<file path="src/rtl/core/rsap_pkg.sv">
// Package for the ride statistics block: widths, register indexes, opcodes.
// Used by every module in rtl/core.
package rsap_pkg;
    localparam int WinDepth  = 8;
    localparam int WinIdxW   = $clog2(WinDepth);
    localparam int WinFillW  = $clog2(WinDepth + 1);
    localparam int SpdW      = 17;
    localparam int SumW      = SpdW + WinIdxW;
    localparam int DistW     = 40;
    localparam int TickW     = 32;
    localparam int LapW      = 11;
    localparam int MaxLaps   = 64;
    localparam int DivQW     = 40;
    localparam int CntW      = 6;

    localparam logic [SpdW-1:0]  SpdMax  = '1;
    localparam logic [DistW-1:0] DistMax = '1;
    localparam logic [TickW-1:0] TickMax = '1;

    localparam logic [1:0] RegPause  = 2'd0;
    localparam logic [1:0] RegResume = 2'd1;
    localparam logic [1:0] RegDelay  = 2'd2;
    localparam logic [1:0] RegMoving = 2'd3;

    localparam logic OpTick = 1'b0;
    localparam logic OpLap  = 1'b1;

    typedef enum logic [1:0] {
        t_ACTIVE  = 2'd0,
        t_WAITING = 2'd1,
        t_PAUSED  = 2'd2
    } t_pause;

    // Start, busy and done signals between the controller and the serial divider.
    typedef struct packed {
        logic start;
        logic busy;
        logic done;
    } t_div_ctl;
endpackage

</file>
<file path="src/rtl/core/rsap_div.sv">
// Bit-serial restoring divider: one quotient bit per cycle, saturates to 17 bits.
// Depends on rsap_pkg.
module rsap_div
    import rsap_pkg::*;
(
    input  logic             i_clk,
    input  logic             i_rst_n,
    input  logic             i_start,
    input  logic [DivQW-1:0] i_num,
    input  logic [TickW-1:0] i_den,
    output t_div_ctl         o_ctl,
    output logic [SpdW-1:0]  o_quo
);
    logic [DivQW-1:0] r_num, n_num;
    logic [DivQW-1:0] r_quo, n_quo;
    logic [TickW:0]   r_rem, n_rem;
    logic [TickW-1:0] r_den;
    logic [CntW-1:0]  r_cnt, n_cnt;
    logic             r_busy, r_done, r_zero;
    logic [TickW+1:0] w_try;

    assign w_try = {r_rem, r_num[DivQW-1]} - {2'b0, r_den};

    always_comb begin
        n_rem = r_rem;
        n_num = r_num << 1;
        n_quo = r_quo << 1;
        n_cnt = r_cnt + 1'b1;
        if (!w_try[TickW+1]) begin
            n_rem    = w_try[TickW:0];
            n_quo[0] = 1'b1;
        end else begin
            n_rem = {r_rem[TickW-1:0], r_num[DivQW-1]};
        end
    end

    always_ff @(posedge i_clk) begin
        if (!i_rst_n) begin
            r_busy <= 1'b0;
            r_done <= 1'b0;
            r_cnt  <= '0;
        end else begin
            // Done pulses for one cycle after the last quotient bit.
            r_done <= !i_start && r_busy && (r_cnt == CntW'(DivQW - 1));
            if (i_start) begin
                r_busy <= 1'b1;
                r_cnt  <= '0;
                r_rem  <= '0;
                r_num  <= i_num;
                r_den  <= i_den;
                r_quo  <= '0;
                r_zero <= (i_den == '0);
            end else if (r_busy) begin
                r_rem <= n_rem;
                r_num <= n_num;
                r_quo <= n_quo;
                r_cnt <= n_cnt;
                if (r_cnt == CntW'(DivQW - 1)) begin
                    r_busy <= 1'b0;
                end
            end
        end
    end

    always_comb begin
        if (r_zero)
            o_quo = '0;
        else if (r_quo[DivQW-1:SpdW] != '0)
            o_quo = SpdMax;
        else
            o_quo = r_quo[SpdW-1:0];
    end

    assign o_ctl = '{start: i_start, busy: r_busy, done: r_done};
endmodule

</file>
<file path="src/rtl/core/rsap_window.sv">
// Moving-average window: sample shift line, running sum, fill count, and a
// bit-serial divide of the sum by the fill count. Depends on rsap_pkg.
module rsap_window
    import rsap_pkg::*;
(
    input  logic             i_clk,
    input  logic             i_rst_n,
    input  logic             i_push,
    input  logic [SpdW-1:0]  i_speed,
    output logic             o_done,
    output logic [SpdW-1:0]  o_avg,
    output logic [SpdW-1:0]  o_last
);
    logic [SpdW-1:0]     r_win [WinDepth];
    logic [WinFillW-1:0] r_fill;
    logic [SumW-1:0]     r_sum;
    logic [SumW-1:0]     r_rem;
    logic [SumW-1:0]     r_quo;
    logic [4:0]          r_cnt;
    logic                r_busy;
    logic [SumW:0]       w_try;

    assign w_try  = {1'b0, r_rem[SumW-2:0], r_quo[SumW-1]} - (SumW+1)'(r_fill);
    assign o_last = r_win[0];

    always_ff @(posedge i_clk) begin
        if (!i_rst_n) begin
            for (int k = 0; k < WinDepth; k++) r_win[k] <= '0;
            r_fill <= '0;
            r_sum  <= '0;
            r_busy <= 1'b0;
            o_done <= 1'b0;
            o_avg  <= '0;
        end else begin
            o_done <= !i_push && r_busy && (r_cnt == 5'(SumW));
            if (i_push) begin
                // Newest sample sits at index 0; the oldest drops off the end.
                for (int k = WinDepth - 1; k > 0; k--) r_win[k] <= r_win[k-1];
                r_win[0] <= i_speed;
                if (r_fill == WinFillW'(WinDepth))
                    r_sum <= r_sum - SumW'(r_win[WinDepth-1]) + SumW'(i_speed);
                else begin
                    r_sum  <= r_sum + SumW'(i_speed);
                    r_fill <= r_fill + 1'b1;
                end
                r_busy <= 1'b1;
                r_cnt  <= '0;
            end else if (r_busy && r_cnt == 5'd0) begin
                r_quo <= r_sum;
                r_rem <= '0;
                r_cnt <= 5'd1;
            end else if (r_busy) begin
                if (!w_try[SumW]) begin
                    r_rem <= w_try[SumW-1:0];
                    r_quo <= {r_quo[SumW-2:0], 1'b1};
                end else begin
                    r_rem <= {r_rem[SumW-2:0], r_quo[SumW-1]};
                    r_quo <= {r_quo[SumW-2:0], 1'b0};
                end
                if (r_cnt == 5'(SumW)) begin
                    r_busy <= 1'b0;
                end
                r_cnt <= r_cnt + 1'b1;
            end else if (o_done) begin
                o_avg <= r_quo[SpdW-1:0];
            end
        end
    end
endmodule

</file>
<file path="src/rtl/core/ride_statistics_auto_pause.sv">
// Ride statistics with auto pause. One request is taken at a time. A tick's
// result passes through the window average, the counter update, the serial
// trip average divide and the output step; a lap mark's result goes straight
// to the same divider and then to the output step. The input is ready again in
// the same cycle as the result is presented, and the output step holds while
// an earlier result is still waiting to be taken.
// Configuration writes are taken at any time but must only be made while idle.
// Depends on rsap_pkg, rsap_window and rsap_div.
module ride_statistics_auto_pause
    import rsap_pkg::*;
(
    input  logic         i_clk,
    input  logic         i_rst_n,
    input  logic         i_cfg_valid,
    output logic         o_cfg_ready,
    input  logic [1:0]   i_cfg_index,
    input  logic [16:0]  i_cfg_data,
    input  logic         s_axis_tvalid,
    output logic         s_axis_tready,
    input  logic [23:0]  s_axis_tdata,  // speed_mm_s[16:0], zero pad
    input  logic         s_axis_tuser,  // op
    output logic         m_axis_tvalid,
    input  logic         m_axis_tready,
    // current[16:0] max[33:17] filtered[50:34] paused[51] total_dist[91:52]
    // trip_dist[131:92] ride[163:132] total_t[195:164] avg[212:196]
    // lap_no[223:213] lap_dist[263:224] lap_t[295:264]
    output logic [295:0] m_axis_tdata
);
    typedef enum logic [2:0] {S_IDLE, S_WIN, S_UPD, S_DIV, S_OUT} t_st;

    t_st r_st;
    logic [SpdW-1:0] r_pth, r_rth, r_mth, r_v, r_peak;
    logic [11:0] r_dly;
    t_pause r_ps;
    logic [15:0] r_idle;
    logic [DistW-1:0] r_tot, r_trip, r_lsd, r_ldist;
    logic [TickW-1:0] r_ride, r_tt, r_lst, r_lt;
    logic [LapW-1:0] r_laps, r_lapno;
    logic r_op, r_lapok, r_dstart;
    logic [SpdW-1:0] r_avgout;
    logic [DistW-1:0] r_dnum;
    logic [TickW-1:0] r_dden;
    logic [295:0] r_out;

    logic w_wdone;
    logic [SpdW-1:0] w_avg, w_last, w_quo;
    t_div_ctl w_dctl;

    assign o_cfg_ready   = 1'b1;
    assign s_axis_tready = (r_st == S_IDLE);
    assign m_axis_tdata  = r_out;

    rsap_window u_win (
        .i_clk, .i_rst_n,
        .i_push  (s_axis_tvalid && s_axis_tready && s_axis_tuser == OpTick),
        .i_speed (s_axis_tdata[SpdW-1:0]),
        .o_done  (w_wdone),
        .o_avg   (w_avg),
        .o_last  (w_last)
    );

    rsap_div u_div (
        .i_clk, .i_rst_n,
        .i_start (r_dstart),
        .i_num   (r_dnum),
        .i_den   (r_dden),
        .o_ctl   (w_dctl),
        .o_quo   (w_quo)
    );

    always_ff @(posedge i_clk) begin
        if (!i_rst_n) begin
            r_st <= S_IDLE;
            r_pth <= 17'd833; r_rth <= 17'd1389; r_dly <= 12'd5; r_mth <= 17'd278;
            r_ps <= t_ACTIVE; r_idle <= '0; r_peak <= '0;
            r_tot <= '0; r_trip <= '0; r_ride <= '0; r_tt <= '0;
            r_laps <= '0; r_lsd <= '0; r_lst <= '0;
            r_dstart <= 1'b0;
            m_axis_tvalid <= 1'b0;
        end else begin
            // The divider starts right after a lap mark is taken or a tick is counted.
            r_dstart <= (r_st == S_IDLE && s_axis_tvalid && s_axis_tuser == OpLap) ||
                        (r_st == S_UPD);
            if (i_cfg_valid) begin
                unique case (i_cfg_index)
                    RegPause:  r_pth <= i_cfg_data;
                    RegResume: r_rth <= i_cfg_data;
                    RegDelay:  r_dly <= i_cfg_data[11:0];
                    RegMoving: r_mth <= i_cfg_data;
                    default: ;
                endcase
            end
            if (m_axis_tvalid && m_axis_tready) m_axis_tvalid <= 1'b0;
            unique case (r_st)
                S_IDLE: if (s_axis_tvalid) begin
                    r_op <= s_axis_tuser;
                    r_v  <= s_axis_tdata[SpdW-1:0];
                    if (s_axis_tuser == OpTick) begin
                        if (s_axis_tdata[SpdW-1:0] > r_peak) r_peak <= s_axis_tdata[SpdW-1:0];
                        r_st <= S_WIN;
                    end else begin
                        r_lapok <= (r_laps < LapW'(MaxLaps));
                        r_ldist <= r_trip - r_lsd;
                        r_lt    <= r_ride - r_lst;
                        r_dnum  <= r_trip - r_lsd;
                        r_dden  <= r_ride - r_lst;
                        r_st <= S_DIV;
                    end
                end
                S_WIN: if (w_wdone) r_st <= S_UPD;
                S_UPD: begin
                    // w_avg is valid now; step the pause machine and counters.
                    logic below, above, mov;
                    t_pause ps;
                    logic [DistW:0] st, sp;
                    logic [TickW-1:0] rn;
                    logic [DistW-1:0] nt;
                    below = w_avg < r_pth;
                    above = w_avg > r_rth;
                    mov   = w_avg >= r_mth;
                    ps = r_ps;
                    unique case (r_ps)
                        t_ACTIVE: if (below) begin ps = t_WAITING; r_idle <= '0; end
                        t_WAITING: if (above) ps = t_ACTIVE;
                            else begin
                                logic [15:0] ni;
                                ni = (r_idle != 16'hFFFF) ? r_idle + 1'b1 : r_idle;
                                r_idle <= ni;
                                if (17'(ni) >= {4'd0, r_dly, 1'b0}) ps = t_PAUSED;
                            end
                        default: if (above) ps = t_ACTIVE;
                    endcase
                    r_ps <= ps;
                    st = {1'b0, r_tot} + (DistW+1)'(r_v);
                    sp = {1'b0, r_trip} + (DistW+1)'(r_v);
                    rn = r_ride;
                    nt = r_trip;
                    if (mov) begin
                        r_tot <= st[DistW] ? DistMax : st[DistW-1:0];
                        if (ps != t_PAUSED) begin
                            nt = sp[DistW] ? DistMax : sp[DistW-1:0];
                            if (r_ride != TickMax) rn = r_ride + 1'b1;
                        end
                    end
                    r_trip <= nt;
                    r_dnum <= nt;
                    r_ride <= rn;
                    r_dden <= rn;
                    if (r_tt != TickMax) r_tt <= r_tt + 1'b1;
                    r_st <= S_DIV;
                end
                S_DIV: if (w_dctl.done) begin
                    if (r_op == OpLap && r_lapok) begin
                        r_avgout <= w_quo;
                        r_laps  <= r_laps + 1'b1;
                        r_lapno <= r_laps + 1'b1;
                        r_lsd   <= r_trip;
                        r_lst   <= r_ride;
                    end else if (r_op == OpLap) begin
                        r_avgout <= '0; r_lapno <= '0; r_ldist <= '0; r_lt <= '0;
                    end else begin
                        r_avgout <= w_quo; r_lapno <= '0; r_ldist <= '0; r_lt <= '0;
                    end
                    r_st <= S_OUT;
                end
                S_OUT: if (!m_axis_tvalid) begin
                    r_out <= {r_lt, r_ldist, r_lapno, r_avgout, r_tt, r_ride, r_trip,
                              r_tot, (r_ps == t_PAUSED), w_avg, r_peak, w_last};
                    m_axis_tvalid <= 1'b1;
                    r_st <= S_IDLE;
                end
                default: r_st <= S_IDLE;
            endcase
        end
    end
endmodule
</file>
<file path="config.mk">
export PLATFORM = sky130hd
export DESIGN_NAME = ride_statistics_auto_pause
export DESIGN_NICKNAME = d
export VERILOG_FILES = /design/src/rtl/core/rsap_pkg.sv /design/src/rtl/core/rsap_div.sv /design/src/rtl/core/rsap_window.sv /design/src/rtl/core/ride_statistics_auto_pause.sv
export SDC_FILE = /design/constraint.sdc
export NUM_CORES = 2
export LEC_CHECK = 0
export BUFFER_PORTS_ARGS = -buffer_cell sky130_fd_sc_hd__buf_2
export CAP_MARGIN = 25
export CORE_ASPECT_RATIO = 0.75
export CORE_MARGIN = 10
export CORE_UTILIZATION = 45
export CTS_BUF_LIST = sky130_fd_sc_hd__clkbuf_8
export DETAILED_ROUTE_END_ITERATION = 8
export GPL_ROUTABILITY_DRIVEN = 0
export GPL_TIMING_DRIVEN = 0
export PLACE_DENSITY = 0.7
export SLEW_MARGIN = 20
export SYNTH_ARGS = -nofsm -noshare
export SYNTH_HDL_FRONTEND = slang
export SYNTH_HIERARCHICAL = 1
export SYNTH_SLANG_ARGS = --single-unit
export TNS_END_PERCENT = 100
</file>
<file path="constraint.sdc">
create_clock -name i_clk -period 76.7 [get_ports i_clk]
set_clock_uncertainty 0.1 [all_clocks]
set_input_delay 15.34 -clock i_clk [delete_from_list [all_inputs] [get_ports i_clk]]
set_output_delay 15.34 -clock i_clk [all_outputs]
set_load 0.05 [all_outputs]
</file>
==> flow_metrics.py <==
metrics = {
    "outcome": {
        "outcome": "completed",
    },
    "die": {
        "start_util_pct": 45.5,
        "die_h_um": 328,
        "chipWidth_um": 431,
        "rows": 112,
        "io_pins": 348,
        "core_mm2": 0.125,
        "die_area_mm2": 0.141,
    },
    "power_and_ir_drop": {
        "p_int_uw": 1080,
        "clkPwrFrac_pct": 42.3,
        "p_switching_uw": 345,
        "pwr-share-seq_pct": 49.9,
        "p_sw_share_pct": 24.2,
        "p_leak_uw": 0.0256,
        "irDropWorstVdd_mv": 0.0187,
        "combPwrFrac_pct": 7.8,
        "p_per_area_mw_per_mm2": 21.8,
    },
    "timing": {
        "slew_violations": 0,
        "tightest_slew_ns": 1.13,
        "finalSetupViolCount": 0,
        "finalCritPeriodShare_pct": 23.9,
        "rsz0062_at_grt": "no",
        "period_minus_slack_ns": 18.31,
        "fin_setup_tns_ns": 0,
        "worst_slack_ns": 58.39,
        "slew_headroom_pct": 24.3,
        "finalHoldViolCount": 0,
        "timing.fmax_ghz": 0.0546,
    },
    "global_route": {
        "grt-ovfl-total": 0,
        "grt_use_total_pct": 22.4,
        "grt_start_max_net_pins": 108,
        "grt_first_pass_wirelength_mm": 245,
        "antenna_found_initial": 13,
        "grt_pass1_vias": 40619,
    },
    "place": {
        "dp_slack_ns": 57.49,
        "place_area_mm2": 0.0613,
        "port_buffers": 339,
        "hpwl_mm": 123,
    },
    "logic_synthesis": {
        "syn-mean-instance-area_um2": 10.8,
        "ys_warn_count": 6,
        "synthCells": 5270,
        "synthesis.area_mm2": 0.0569,
        "syn_nets": 5609,
    },
    "cts": {
        "post_cts_buffers": 0,
        "insertion_delay_ns": 0.92,
        "cts_root_buf": "clkbuf_8",
        "cts_sinks": 1194,
        "hold_buffers": 0,
        "cts_tree": "built",
        "post_cts_resized": 0,
        "cts_buffers": 185,
        "h-tree-depth": 4,
        "cts.path.max_buffers": 3,
        "path_clk_slew_ns": 0.07,
    },
    "hold_path": {
        "min_path_cells": 0,
        "min_path_type": "reg2reg",
    },
    "finish": {
        "fin_nets": 6201,
        "final_cell_area_mm2": 0.0655,
        "area_growth_pct": 15.1,
        "finalCoreUtilization_pct": 52.4,
        "layout-drive-gt1-share_pct": 14.4,
    },
    "routing": {
        "drt-initial-drc-count": 4167,
        "drt_pass1_iterations": 6,
        "drc": 0,
        "vias": 42534,
        "ant_nets": 0,
        "finalWirelength_mm": 163,
        "via_per_inst": 5.54,
        "wl_per_cell_um": 21.3,
    },
    "setup_path": {
        "worstPathArrival_ns": 18.82,
        "cp.required_ns": 77.20,
        "reg2reg_depth": 21,
        "critPathLaunchType": "input pin",
        "path_class": "in2reg",
        "cp_max_fo": 11,
        "setup.worst_path.end_class": "flip-flop",
    },
    "run": {
        "cap_violations": 0,
    },
}
-- cell type report --
cell class / instances / area, um^2
Buffer: 259 / 1170
Sequential cell: 1194 / 32000
Fill cell: 11052 / 59500
Inverter: 330 / 1250
Tap cell: 1653 / 2070
Multi-Input combinational cell: 3487 / 22500
Timing Repair Buffer: 405 / 2310
Antenna cell: 7 / 17.5
Clock buffer: 200 / 2750
Clock inverter: 147 / 1410
-- layout by cell type (no fill, tap or decap), types with 67 or more instances in the layout --
master / instances
and3_1: 172
xnor2_1: 152
nand2_1: 555
xor2_1: 150
edfxtp_1: 813
a21oi_1: 389
nand3_1: 137
mux2i_1: 67
clkbuf_1: 185
nor2_1: 462
inv_1: 365
nor3_1: 96
dfxtp_1: 381
o21ai_0: 208
ha_1: 266
clkbuf_8: 200
a21o_1: 78
buf_2: 378
-- state kept, by name (all words and copies together) (netlist names), 33 cells and up --
register,flops
r_trip,40
r_lsd,40
m_axis_tdata,296
u_win/r_win,136
r_tot,40
u_div/r_rem,33
r_ldist,40
u_div/r_quo,40
r_dnum,40
u_div/r_num,40
-- layer usage --
| metal | vias to the layer above | part of all wire (%) | track usage (%) |
|---|---|---|---|
| met4 | 6 | 4.7 | 10.3 |
| met1 | 20406 | 42 | 30.1 |
| met5 | - | 0.021 | 0 |
| met2 | 1793 | 44 | 34.5 |
| li1 | 19993 | - | - |
| met3 | 336 | 8.8 | 4.87 |
-- worst paths after layout --
path | start | to | slack [ns]
worst min register to register | r_lt[26]$_SDFFCE_PP0P_ | m_axis_tdata[290]$_DFFE_PP_ | 0.31
worst max register to register | r_idle[0]$_SDFFE_PN0P_ | r_dnum[39]$_DFFE_PP_ | 71.02
worst max-delay path | i_rst_n | m_axis_tdata[259]$_DFFE_PP_ | 58.39
worst min-delay path | r_lt[26]$_SDFFCE_PP0P_ | m_axis_tdata[290]$_DFFE_PP_ | 0.31
-- critical path: stages --
cell and delay [ns]:
buf_2 0.43, inv_1 0.14, clkbuf_1 0.39, nor3_2 0.46, buf_4 0.27, buf_4 0.22
buf_4 0.24, buf_4 0.23, buf_4 0.21, buf_4 0.21, buf_4 0.21, buf_4 0.23
buf_6 0.18
-- power by group through the flow --
stage	logic, uW	clock network, uW	registers, uW
after CTS	110	615	710
after global routing	122	644	711
after floorplan	75.6	0	722
after global placement	104	0	726
final	112	603	711
after detailed placement	109	0	724
-- per-stage QoR --
step / instances / hold slack [ns] / total power, uW
after floorplan: 5270 / 0.300 / 798
after global placement: 7262 / 0.302 / 831
after detailed placement: 7328 / 0.305 / 833
after CTS: 7675 / 0.306 / 1430
after global routing: 7680 / 0.323 / 1480
final: 7682 / 0.310 / 1420
Note: power is estimated with default switching activity, not from simulation.
